`src/rtl/mcpi_pkg.sv`:
```
package mcpi_pkg;

    localparam int TEST_SAMPLES      = 100;
    localparam int HALF_PERIOD_LIMIT = 25;
    localparam int PWM_PERIOD        = 4000;

    localparam int GAIN_W  = 16;
    localparam int AMP_W   = 11;
    localparam int CUR_W   = 12;
    localparam int ERR_W   = CUR_W + 1;
    localparam int INTEG_W = 24;
    localparam int DUTY_W  = 8;
    localparam int CMP_W   = 12;
    localparam int IDX_W   = $clog2(TEST_SAMPLES);
    localparam int HP_W    = $clog2(HALF_PERIOD_LIMIT + 2);

    localparam int DUTY_MAX  = 100;
    localparam int CMP_MAX   = (1 << CMP_W) - 1;
    localparam int MAG_W     = $clog2(DUTY_MAX + 1);
    localparam int AMP_RESET = 200;

    localparam int KP_PROD_W = GAIN_W + 1 + ERR_W;
    localparam int KI_PROD_W = GAIN_W + 1 + INTEG_W;
    localparam int SUM_W     = KI_PROD_W + 1;
    localparam int FRAC_W    = 8;
    localparam int Q_W       = SUM_W - FRAC_W;

    localparam int CFG_IDX_W = 2;
    localparam int CFG_W     = GAIN_W;
    localparam int S_DATA_W  = 40;
    localparam int M_DATA_W  = 48;

    typedef enum logic [1:0] {
        MODE_IDLE = 2'd0,
        MODE_PWM  = 2'd1,
        MODE_TEST = 2'd2,
        MODE_HOLD = 2'd3
    } mode_t;

    typedef enum logic {
        OP_TICK = 1'b0,
        OP_SET  = 1'b1
    } op_t;

    typedef enum logic [CFG_IDX_W-1:0] {
        CFG_KP_GAIN   = 2'd0,
        CFG_KI_GAIN   = 2'd1,
        CFG_AMPLITUDE = 2'd2,
        CFG_UNUSED    = 2'd3
    } cfg_idx_t;

    typedef logic        [GAIN_W-1:0]  gain_t;
    typedef logic        [AMP_W-1:0]   amp_t;
    typedef logic signed [CUR_W-1:0]   cur_t;
    typedef logic signed [ERR_W-1:0]   err_t;
    typedef logic signed [INTEG_W-1:0] integ_t;
    typedef logic signed [DUTY_W-1:0]  duty_t;
    typedef logic        [CMP_W-1:0]   cmp_t;
    typedef logic signed [Q_W-1:0]     q_t;
    typedef logic [DUTY_MAX:0][CMP_W-1:0] cmp_table_t;

    function automatic cmp_table_t build_cmp_table();
        cmp_table_t t;
        int         v;
        for (int i = 0; i <= DUTY_MAX; i++)
        begin
            v = PWM_PERIOD * i / DUTY_MAX;
            if (v > CMP_MAX)
            begin
                v = CMP_MAX;
            end
            t[i] = CMP_W'(v);
        end
        return t;
    endfunction

    localparam cmp_table_t CMP_TABLE = build_cmp_table();

    function automatic duty_t clamp_duty(q_t q);
        duty_t d;
        if (q > q_t'(DUTY_MAX))
        begin
            d = duty_t'(DUTY_MAX);
        end
        else if (q < -q_t'(DUTY_MAX))
        begin
            d = -duty_t'(DUTY_MAX);
        end
        else
        begin
            d = duty_t'(q);
        end
        return d;
    endfunction

    function automatic cmp_t duty_to_cmp(duty_t d);
        logic [DUTY_W-1:0] mag;
        mag = d[DUTY_W-1] ? DUTY_W'(-d) : DUTY_W'(d);
        return CMP_TABLE[mag[MAG_W-1:0]];
    endfunction

    function automatic integ_t sat_integ(integ_t i, err_t e);
        logic signed [INTEG_W:0] acc;
        integ_t                  r;
        acc = (INTEG_W+1)'(i) + (INTEG_W+1)'(e);
        if (acc[INTEG_W] != acc[INTEG_W-1])
        begin
            r = acc[INTEG_W] ? {1'b1, {(INTEG_W-1){1'b0}}} : {1'b0, {(INTEG_W-1){1'b1}}};
        end
        else
        begin
            r = acc[INTEG_W-1:0];
        end
        return r;
    endfunction

endpackage

```
`src/rtl/motor_current_pi_loop_top.sv`:
```
// channel | direction | transaction fields
// s_*     | in        | tuser: operation; tdata: new_mode, duty_command, sensed_current,
//         |           |   hold_reference
// m_*     | out       | tdata: compare_value, direction_bit, duty_applied, active_mode,
//         |           |   sample_reference, sample_sensed; tlast: test_done; tuser: sample_valid
// cfg_*   | in        | cfg_index, cfg_data; 0 kp_gain, 1 ki_gain, 2 test_amplitude
//
// one transaction per cycle sustained while m_tready is high; each passes the p1, p2 and output registers from s to m
// mode, integrator and test counters update at input acceptance, so ticks chain every cycle
// pi products and the duty scale sit in the two stages that follow
// rst_n resets all control state; cfg_ready is always high
// a stalled m side fills the three stages before s_tready drops
module motor_current_pi_loop_top (
    input  logic                               clk,
    input  logic                               rst_n,
    input  logic                               s_tvalid,
    output logic                               s_tready,
    // [1:0] new_mode, [9:2] duty_command, [21:10] sensed_current, [33:22] hold_reference
    input  logic [mcpi_pkg::S_DATA_W-1:0]      s_tdata,
    // [0] operation
    input  logic                               s_tuser,
    output logic                               m_tvalid,
    input  logic                               m_tready,
    // [11:0] compare_value, [12] direction_bit, [20:13] duty_applied, [22:21] active_mode,
    // [34:23] sample_reference, [46:35] sample_sensed
    output logic [mcpi_pkg::M_DATA_W-1:0]      m_tdata,
    output logic                               m_tlast,
    // [0] sample_valid
    output logic                               m_tuser,
    input  logic                               cfg_valid,
    output logic                               cfg_ready,
    input  logic [mcpi_pkg::CFG_IDX_W-1:0]     cfg_index,
    input  logic [mcpi_pkg::CFG_W-1:0]         cfg_data
);
    import mcpi_pkg::*;

    typedef struct packed {
        logic  is_pi;
        duty_t duty;
        mode_t mode;
        logic  done;
        logic  smp_valid;
        cur_t  smp_ref;
        cur_t  smp_sen;
    } side_t;

    gain_t  kp_reg, ki_reg;
    amp_t   amp_reg;
    mode_t  mode_reg, mode_next;
    duty_t  duty_hold_reg, duty_hold_next;
    integ_t integ_reg, integ_next;
    cur_t   tref_reg, tref_next;
    logic [HP_W-1:0]  hp_reg, hp_next, hp_eff;
    logic [IDX_W-1:0] idx_reg, idx_next;

    op_t    in_op;
    mode_t  in_mode;
    duty_t  in_duty;
    cur_t   in_sensed, in_hold;
    cur_t   tref_eff, pi_ref;
    err_t   pi_err;
    integ_t pi_integ;
    side_t  side_next;
    logic [IDX_W:0] idx_inc;
    logic   in_fire, cfg_fire;

    logic   p1_valid_reg, p2_valid_reg, out_valid_reg;
    side_t  p1_side_reg, p2_side_reg;
    err_t   p1_err_reg;
    integ_t p1_integ_reg;
    logic   p1_ready, p2_ready, out_ready, adv1, adv2;
    duty_t  mac_duty, fin_duty;

    cmp_t   out_cmp_reg;
    duty_t  out_duty_reg;
    mode_t  out_mode_reg;
    logic   out_done_reg, out_smp_valid_reg;
    cur_t   out_smp_ref_reg, out_smp_sen_reg;

    assign in_op     = op_t'(s_tuser);
    assign in_mode   = mode_t'(s_tdata[1:0]);
    assign in_duty   = s_tdata[9:2];
    assign in_sensed = s_tdata[21:10];
    assign in_hold   = s_tdata[33:22];

    assign out_ready = !out_valid_reg || m_tready;
    assign p2_ready  = !p2_valid_reg || out_ready;
    assign p1_ready  = !p1_valid_reg || p2_ready;
    assign adv2      = p2_valid_reg && out_ready;
    assign adv1      = p1_valid_reg && p2_ready;
    assign s_tready  = p1_ready;
    assign in_fire   = s_tvalid && s_tready;
    assign cfg_ready = 1'b1;
    assign cfg_fire  = cfg_valid && cfg_ready;

    // square-wave flip, then the pi error and integrator
    always_comb
    begin
        if (hp_reg > HP_W'(HALF_PERIOD_LIMIT))
        begin
            tref_eff = -tref_reg;
            hp_eff   = '0;
        end
        else
        begin
            tref_eff = tref_reg;
            hp_eff   = hp_reg;
        end
        pi_ref   = (mode_reg == MODE_TEST) ? tref_eff : in_hold;
        pi_err   = ERR_W'(pi_ref) - ERR_W'(in_sensed);
        pi_integ = sat_integ(integ_reg, pi_err);
        idx_inc  = (IDX_W+1)'(idx_reg) + (IDX_W+1)'(1);
    end

    always_comb
    begin
        mode_next      = mode_reg;
        duty_hold_next = duty_hold_reg;
        integ_next     = integ_reg;
        tref_next      = tref_reg;
        hp_next        = hp_reg;
        idx_next       = idx_reg;
        side_next      = '0;
        if (in_fire)
        begin
            if (in_op == OP_SET)
            begin
                mode_next      = in_mode;
                duty_hold_next = clamp_duty(Q_W'(in_duty));
                side_next.duty = clamp_duty(Q_W'(in_duty));
                side_next.mode = in_mode;
            end
            else
            begin
                side_next.mode = mode_reg;
                unique case (mode_reg)
                    MODE_IDLE:
                    begin
                        duty_hold_next = '0;
                    end
                    MODE_PWM:
                    begin
                        side_next.duty = duty_hold_reg;
                    end
                    MODE_TEST:
                    begin
                        side_next.is_pi     = 1'b1;
                        side_next.smp_valid = 1'b1;
                        side_next.smp_ref   = tref_eff;
                        side_next.smp_sen   = in_sensed;
                        tref_next           = tref_eff;
                        integ_next          = pi_integ;
                        hp_next             = hp_eff + HP_W'(1);
                        idx_next            = idx_inc[IDX_W-1:0];
                        if (idx_inc >= (IDX_W+1)'(TEST_SAMPLES))
                        begin
                            mode_next      = MODE_IDLE;
                            side_next.mode = MODE_IDLE;
                            side_next.done = 1'b1;
                            idx_next       = '0;
                            integ_next     = '0;
                            hp_next        = '0;
                            tref_next      = CUR_W'(amp_reg);
                        end
                    end
                    MODE_HOLD:
                    begin
                        side_next.is_pi = 1'b1;
                        integ_next      = pi_integ;
                    end
                    default:
                    begin
                        mode_next = mode_reg;
                    end
                endcase
            end
        end
        if (cfg_fire && (cfg_idx_t'(cfg_index) == CFG_AMPLITUDE) && (idx_reg == '0))
        begin
            tref_next = CUR_W'(cfg_data[AMP_W-1:0]);
        end
    end

    always_ff @(posedge clk or negedge rst_n)
    begin
        if (!rst_n)
        begin
            kp_reg        <= '0;
            ki_reg        <= '0;
            amp_reg       <= AMP_W'(AMP_RESET);
            mode_reg      <= MODE_IDLE;
            duty_hold_reg <= '0;
            integ_reg     <= '0;
            tref_reg      <= CUR_W'(AMP_RESET);
            hp_reg        <= '0;
            idx_reg       <= '0;
            p1_valid_reg  <= 1'b0;
            p2_valid_reg  <= 1'b0;
            out_valid_reg <= 1'b0;
        end
        else
        begin
            if (cfg_fire)
            begin
                unique case (cfg_idx_t'(cfg_index))
                    CFG_KP_GAIN:   kp_reg  <= cfg_data;
                    CFG_KI_GAIN:   ki_reg  <= cfg_data;
                    CFG_AMPLITUDE: amp_reg <= cfg_data[AMP_W-1:0];
                    CFG_UNUSED:    kp_reg  <= kp_reg;
                endcase
            end
            mode_reg      <= mode_next;
            duty_hold_reg <= duty_hold_next;
            integ_reg     <= integ_next;
            tref_reg      <= tref_next;
            hp_reg        <= hp_next;
            idx_reg       <= idx_next;
            p1_valid_reg  <= in_fire || (p1_valid_reg && !p2_ready);
            p2_valid_reg  <= adv1 || (p2_valid_reg && !out_ready);
            out_valid_reg <= adv2 || (out_valid_reg && !m_tready);
        end
    end

    always_ff @(posedge clk)
    begin
        if (in_fire)
        begin
            p1_side_reg  <= side_next;
            p1_err_reg   <= pi_err;
            p1_integ_reg <= pi_integ;
        end
        if (adv1)
        begin
            p2_side_reg <= p1_side_reg;
        end
        if (adv2)
        begin
            out_cmp_reg       <= duty_to_cmp(fin_duty);
            out_duty_reg      <= fin_duty;
            out_mode_reg      <= p2_side_reg.mode;
            out_done_reg      <= p2_side_reg.done;
            out_smp_valid_reg <= p2_side_reg.smp_valid;
            out_smp_ref_reg   <= p2_side_reg.smp_ref;
            out_smp_sen_reg   <= p2_side_reg.smp_sen;
        end
    end

    mcpi_pi_mac u_mac (
        .clk   (clk),
        .en    (adv1),
        .kp    (kp_reg),
        .ki    (ki_reg),
        .err   (p1_err_reg),
        .integ (p1_integ_reg),
        .duty  (mac_duty)
    );

    assign fin_duty = p2_side_reg.is_pi ? mac_duty : p2_side_reg.duty;

    assign m_tvalid = out_valid_reg;
    assign m_tlast  = out_done_reg;
    assign m_tuser  = out_smp_valid_reg;
    assign m_tdata  = {1'b0, out_smp_sen_reg, out_smp_ref_reg, out_mode_reg, out_duty_reg,
                       out_duty_reg[DUTY_W-1], out_cmp_reg};

    a_done_idle: assert property (@(posedge clk) disable iff (!rst_n)
        (m_tvalid && m_tlast) |-> (m_tuser && (out_mode_reg == MODE_IDLE)))
        else $error("test end without sample or idle mode");

    a_hp_range: assert property (@(posedge clk) disable iff (!rst_n)
        hp_reg <= HP_W'(HALF_PERIOD_LIMIT + 1))
        else $error("half-period count out of range");

    a_idx_range: assert property (@(posedge clk) disable iff (!rst_n)
        idx_reg < IDX_W'(TEST_SAMPLES))
        else $error("sample index out of range");

    a_stage_hold: assert property (@(posedge clk) disable iff (!rst_n)
        (p2_valid_reg && !out_ready) |=> p2_valid_reg)
        else $error("stalled pi stage dropped its transaction");

endmodule

```
`src/rtl/mcpi_pi_mac.sv`:
```
module mcpi_pi_mac (
    input  logic            clk,
    input  logic            en,
    input  mcpi_pkg::gain_t kp,
    input  mcpi_pkg::gain_t ki,
    input  mcpi_pkg::err_t  err,
    input  mcpi_pkg::integ_t integ,
    output mcpi_pkg::duty_t duty
);
    import mcpi_pkg::*;

    logic signed [KP_PROD_W-1:0] kp_prod_reg;
    logic signed [KI_PROD_W-1:0] ki_prod_reg;
    logic signed [SUM_W-1:0]     sum;
    logic signed [SUM_W-1:0]     biased;

    // products registered before the sum
    always_ff @(posedge clk)
    begin
        if (en)
        begin
            kp_prod_reg <= $signed({1'b0, kp}) * err;
            ki_prod_reg <= $signed({1'b0, ki}) * integ;
        end
    end

    // q8.8 scale, truncated toward zero
    always_comb
    begin
        sum    = SUM_W'(kp_prod_reg) + SUM_W'(ki_prod_reg);
        biased = sum + (sum[SUM_W-1] ? SUM_W'((1 << FRAC_W) - 1) : SUM_W'(0));
        duty   = clamp_duty(biased[SUM_W-1:FRAC_W]);
    end

endmodule

```
`config.mk`:
```
export PLATFORM = sky130hd
export DESIGN_NAME = motor_current_pi_loop_top
export DESIGN_NICKNAME = d
export VERILOG_FILES = /design/src/rtl/mcpi_pkg.sv /design/src/rtl/motor_current_pi_loop_top.sv /design/src/rtl/mcpi_pi_mac.sv
export SDC_FILE = /design/constraint.sdc
export NUM_CORES = 2
export LEC_CHECK = 0
export BUFFER_PORTS_ARGS = -buffer_cell sky130_fd_sc_hd__buf_4
export CORE_ASPECT_RATIO = 1.4
export CORE_MARGIN = 5
export CORE_UTILIZATION = 44
export DETAILED_ROUTE_END_ITERATION = 8
export SLEW_MARGIN = 20
export SYNTH_ARGS = -nofsm -noshare
export SYNTH_HDL_FRONTEND = slang
export SYNTH_SLANG_ARGS = --single-unit
```
`constraint.sdc`:
```
create_clock -name clk -period 7.1 [get_ports clk]
set_input_delay 0.71 -clock clk [delete_from_list [all_inputs] [get_ports clk]]
set_output_delay 0.71 -clock clk [all_outputs]
set_load 0.01 [all_outputs]
```
==> qor.txt <==
Distinct cells, synth -> 98
RSZ-0062 raised after global routing -> true
post-DP HPWL -> 81900 um
Die H -> 360 um
DRC -> 0
Data arrival, critical path -> 7.11 ns
worst skew pair latency -> 0.58 ns
die area -> 0.0938 mm^2
htree depth -> 2
Core Util, Final -> 0.501
CP Max Fanout -> 7
period utilization -> 0.959
Layout Cells excl Fill -> 5399
R2R cell count -> 24
synthesized area -> 0.0386 mm^2
Min Clock Period, post-route -> 6.81 ns
FILL cells -> 8165
Final Hold Viols -> 0
syn_area_per_cell -> 9.71 um^2
maxcap violations -> 0
Largest register FFs -> 41
Antenna Cells -> 0
Rows -> 128
largest net degree at the start of global routing -> 81
initial core utilization -> 0.443
relative slew slack -> 0.270
count leader, synth -> inv_1
drt first pass iters -> 7
number of synthesized register bits -> 331
I/O pin count -> 117
hold crit path type -> primary input to asynchronous set/reset pin
clk sink count -> 331
CP Data Required Time -> 7.40 ns
Synth area leaders -> fa_1 (28%), edfxtp_1 (18%), ha_1 (9.4%)
worst-path cell chain -> ha_2 -> o21a_1 -> a21o_1 -> o21a_4 -> o311ai_4 -> nand2_1 -> or4_4 -> or4_1 -> or4_4 -> mux2i_1 -> nor4b_2 -> o211ai_1 -> nor4_1 -> buf_4 -> or2_2 -> a22o_1 -> inv_1 -> ha_1 -> nor2_1 -> or3_1 -> nand2_1 -> buf_4 -> a22oi_1 -> o32ai_1
setup TNS -> 0 ns
Layout Nets -> 5086
Vias -> 28.3k
share of cells above drive strength 1 -> 0.128
main flop type after synthesis -> edfxtp_1
clk buf depth -> 3
outcome -> complete, no violations
Largest stage delay, worst path -> 0.57 ns
Gate Count Post-Synth -> 3974
gpl congestion -> 0.916
Synth Warn # -> 0
floorplan core area -> 0.0871 mm^2
Crit. End Element -> register
post-route ant nets -> 0
Buffers on Ports -> 105
number of vias per cell -> 5.23
synth cell count leaders -> inv_1 (641), fa_1 (534), nand2_1 (492), ha_1 (290), and2_1 (264)
Routed WL per cell -> 18.1 um
CTS tree -> built
Layout area overhead -> 13.1%
Reg clk slew, reported paths -> 0.06 ns
Pins Over Slew Limit -> 0
Worst-Margin Slew -> 1.09 ns
top-area cell type share of the netlist area -> 0.277
total congestion overflow -> 0
Root Driver -> clkbuf_16
final worst slack -> 0.288 ns
Final setup violation count -> 0
Die W -> 260 um
Starting DRT DRC Count -> 1408
vias in the first global route -> 29.8k
Worst Clk Skew -> 0.0263 ns
Post-synth EDFFs -> 227
first-pass GRT wire length -> 158000 um
worst slack at placement -> -0.128 ns
fmax -> 147 MHz
Critical-path top delay cell -> or4_4
initial antenna violation count -> 3
final wirelength -> 97600 um
ys async rst share -> 0.314
Setup CP Type -> register to register
CP startpoint kind -> register
leading area contributor after synthesis -> fa_1
cts-stage hold buffer count -> 0
total track usage -> 0.210
dpl cells -> 5315
CTS buffer count -> 39
Seq/Total Area, Yosys -> 0.244
==> layer usage <==
metal | up-vias | part of all wire | global-route usage
met5 | - | 0 | 0
li1 | 13400 | - | -
met3 | 151 | 0.034 | 0.0210
met2 | 518 | 0.53 | 0.390
met4 | 0 | 0.035 | 0.0626
met1 | 14200 | 0.40 | 0.256
==> worst max-delay path: cells and delay by family, from the launching register on <==
family,cells,cell delay (ns)
AO/OA/AOI/OAI,8,1.81
flip-flops,1,0.45
adder cells (fa/ha/maj),2,0.60
buffers and inverters,3,0.42
multiplexers,1,0.16
AND/OR/NAND/NOR,10,3.07
==> layout by cell type, fill, tap and decap left out, drive strengths merged, types with 48 or more instances in the layout <==
| cell | Yosys | routed |
|---|---|---|
| a21oi | 148 | 148 |
| and2 | 264 | 264 |
| buf | 17 | 328 |
| clkbuf | 131 | 51 |
| dfrtp | 98 | 98 |
| edfxtp | 227 | 227 |
| fa | 534 | 534 |
| ha | 290 | 290 |
| inv | 642 | 648 |
| mux2 | 48 | 48 |
| nand2 | 492 | 492 |
| nand3 | 53 | 53 |
| nor2 | 191 | 191 |
| nor3 | 56 | 56 |
| o21ai | 127 | 127 |
| xnor2 | 101 | 101 |
==> per-stage QoR <==
step	cell area (um^2)	hold WS [ns]
2_1_floorplan	38600	0.400
3_3_place_gp	41900	0.400
3_5_place_dp	41900	0.405
4_1_cts	43400	0.118
5_1_grt	43600	0.145
6_report	43600	0.124
==> cells by family after synthesis <==
| family | synth area share |
|---|---|
| AO/OA/AOI/OAI | 0.0955 |
| XOR/XNOR | 0.0330 |
| adder cells (fa/ha/maj) | 0.375 |
| buffers and inverters | 0.0776 |
| flip-flops | 0.244 |
| multiplexers | 0.0156 |
| other | 0.000195 |
| AND/OR/NAND/NOR | 0.159 |
==> repair_timing <==
item	CTS	global route
gates resized for setup	5	47
setup buffers	0	12
setup endpoints to repair	10	48
pin swaps	0	22
==> layout make-up <==
type / count / area [um^2] / area share
clock inverter: 21 / 383 / 0.00877
inverter: 642 / 2410 / 0.0552
clock buffer: 51 / 1050 / 0.0241
multi-input combinational: 2856 / 26400 / 0.606
sequential: 331 / 9430 / 0.216
tap: 1170 / 1460 / 0.0335
timing repair buffer: 328 / 2470 / 0.0567
==> path summary, 6_finish.rpt <==
check / start / slack (ns) / endpoint
worst min register to register: p2_side_reg[27] / 0.40 / out_mode_reg[1]
min in group clk: s_tvalid / 0.33 / p1_valid_reg
worst min-delay path: rst_n / 0.12 / amp_reg[1]
worst max-delay path: u_mac.ki_prod_reg[2] / 0.29 / out_cmp_reg[7]
worst max register to register: u_mac.ki_prod_reg[2] / 0.29 / out_cmp_reg[7]
max in group asynchronous: rst_n / 5.58 / ki_reg[3]
Power is not shown: default switching activity piles up to over one toggle a cycle in this logic, so the estimate is an artifact.
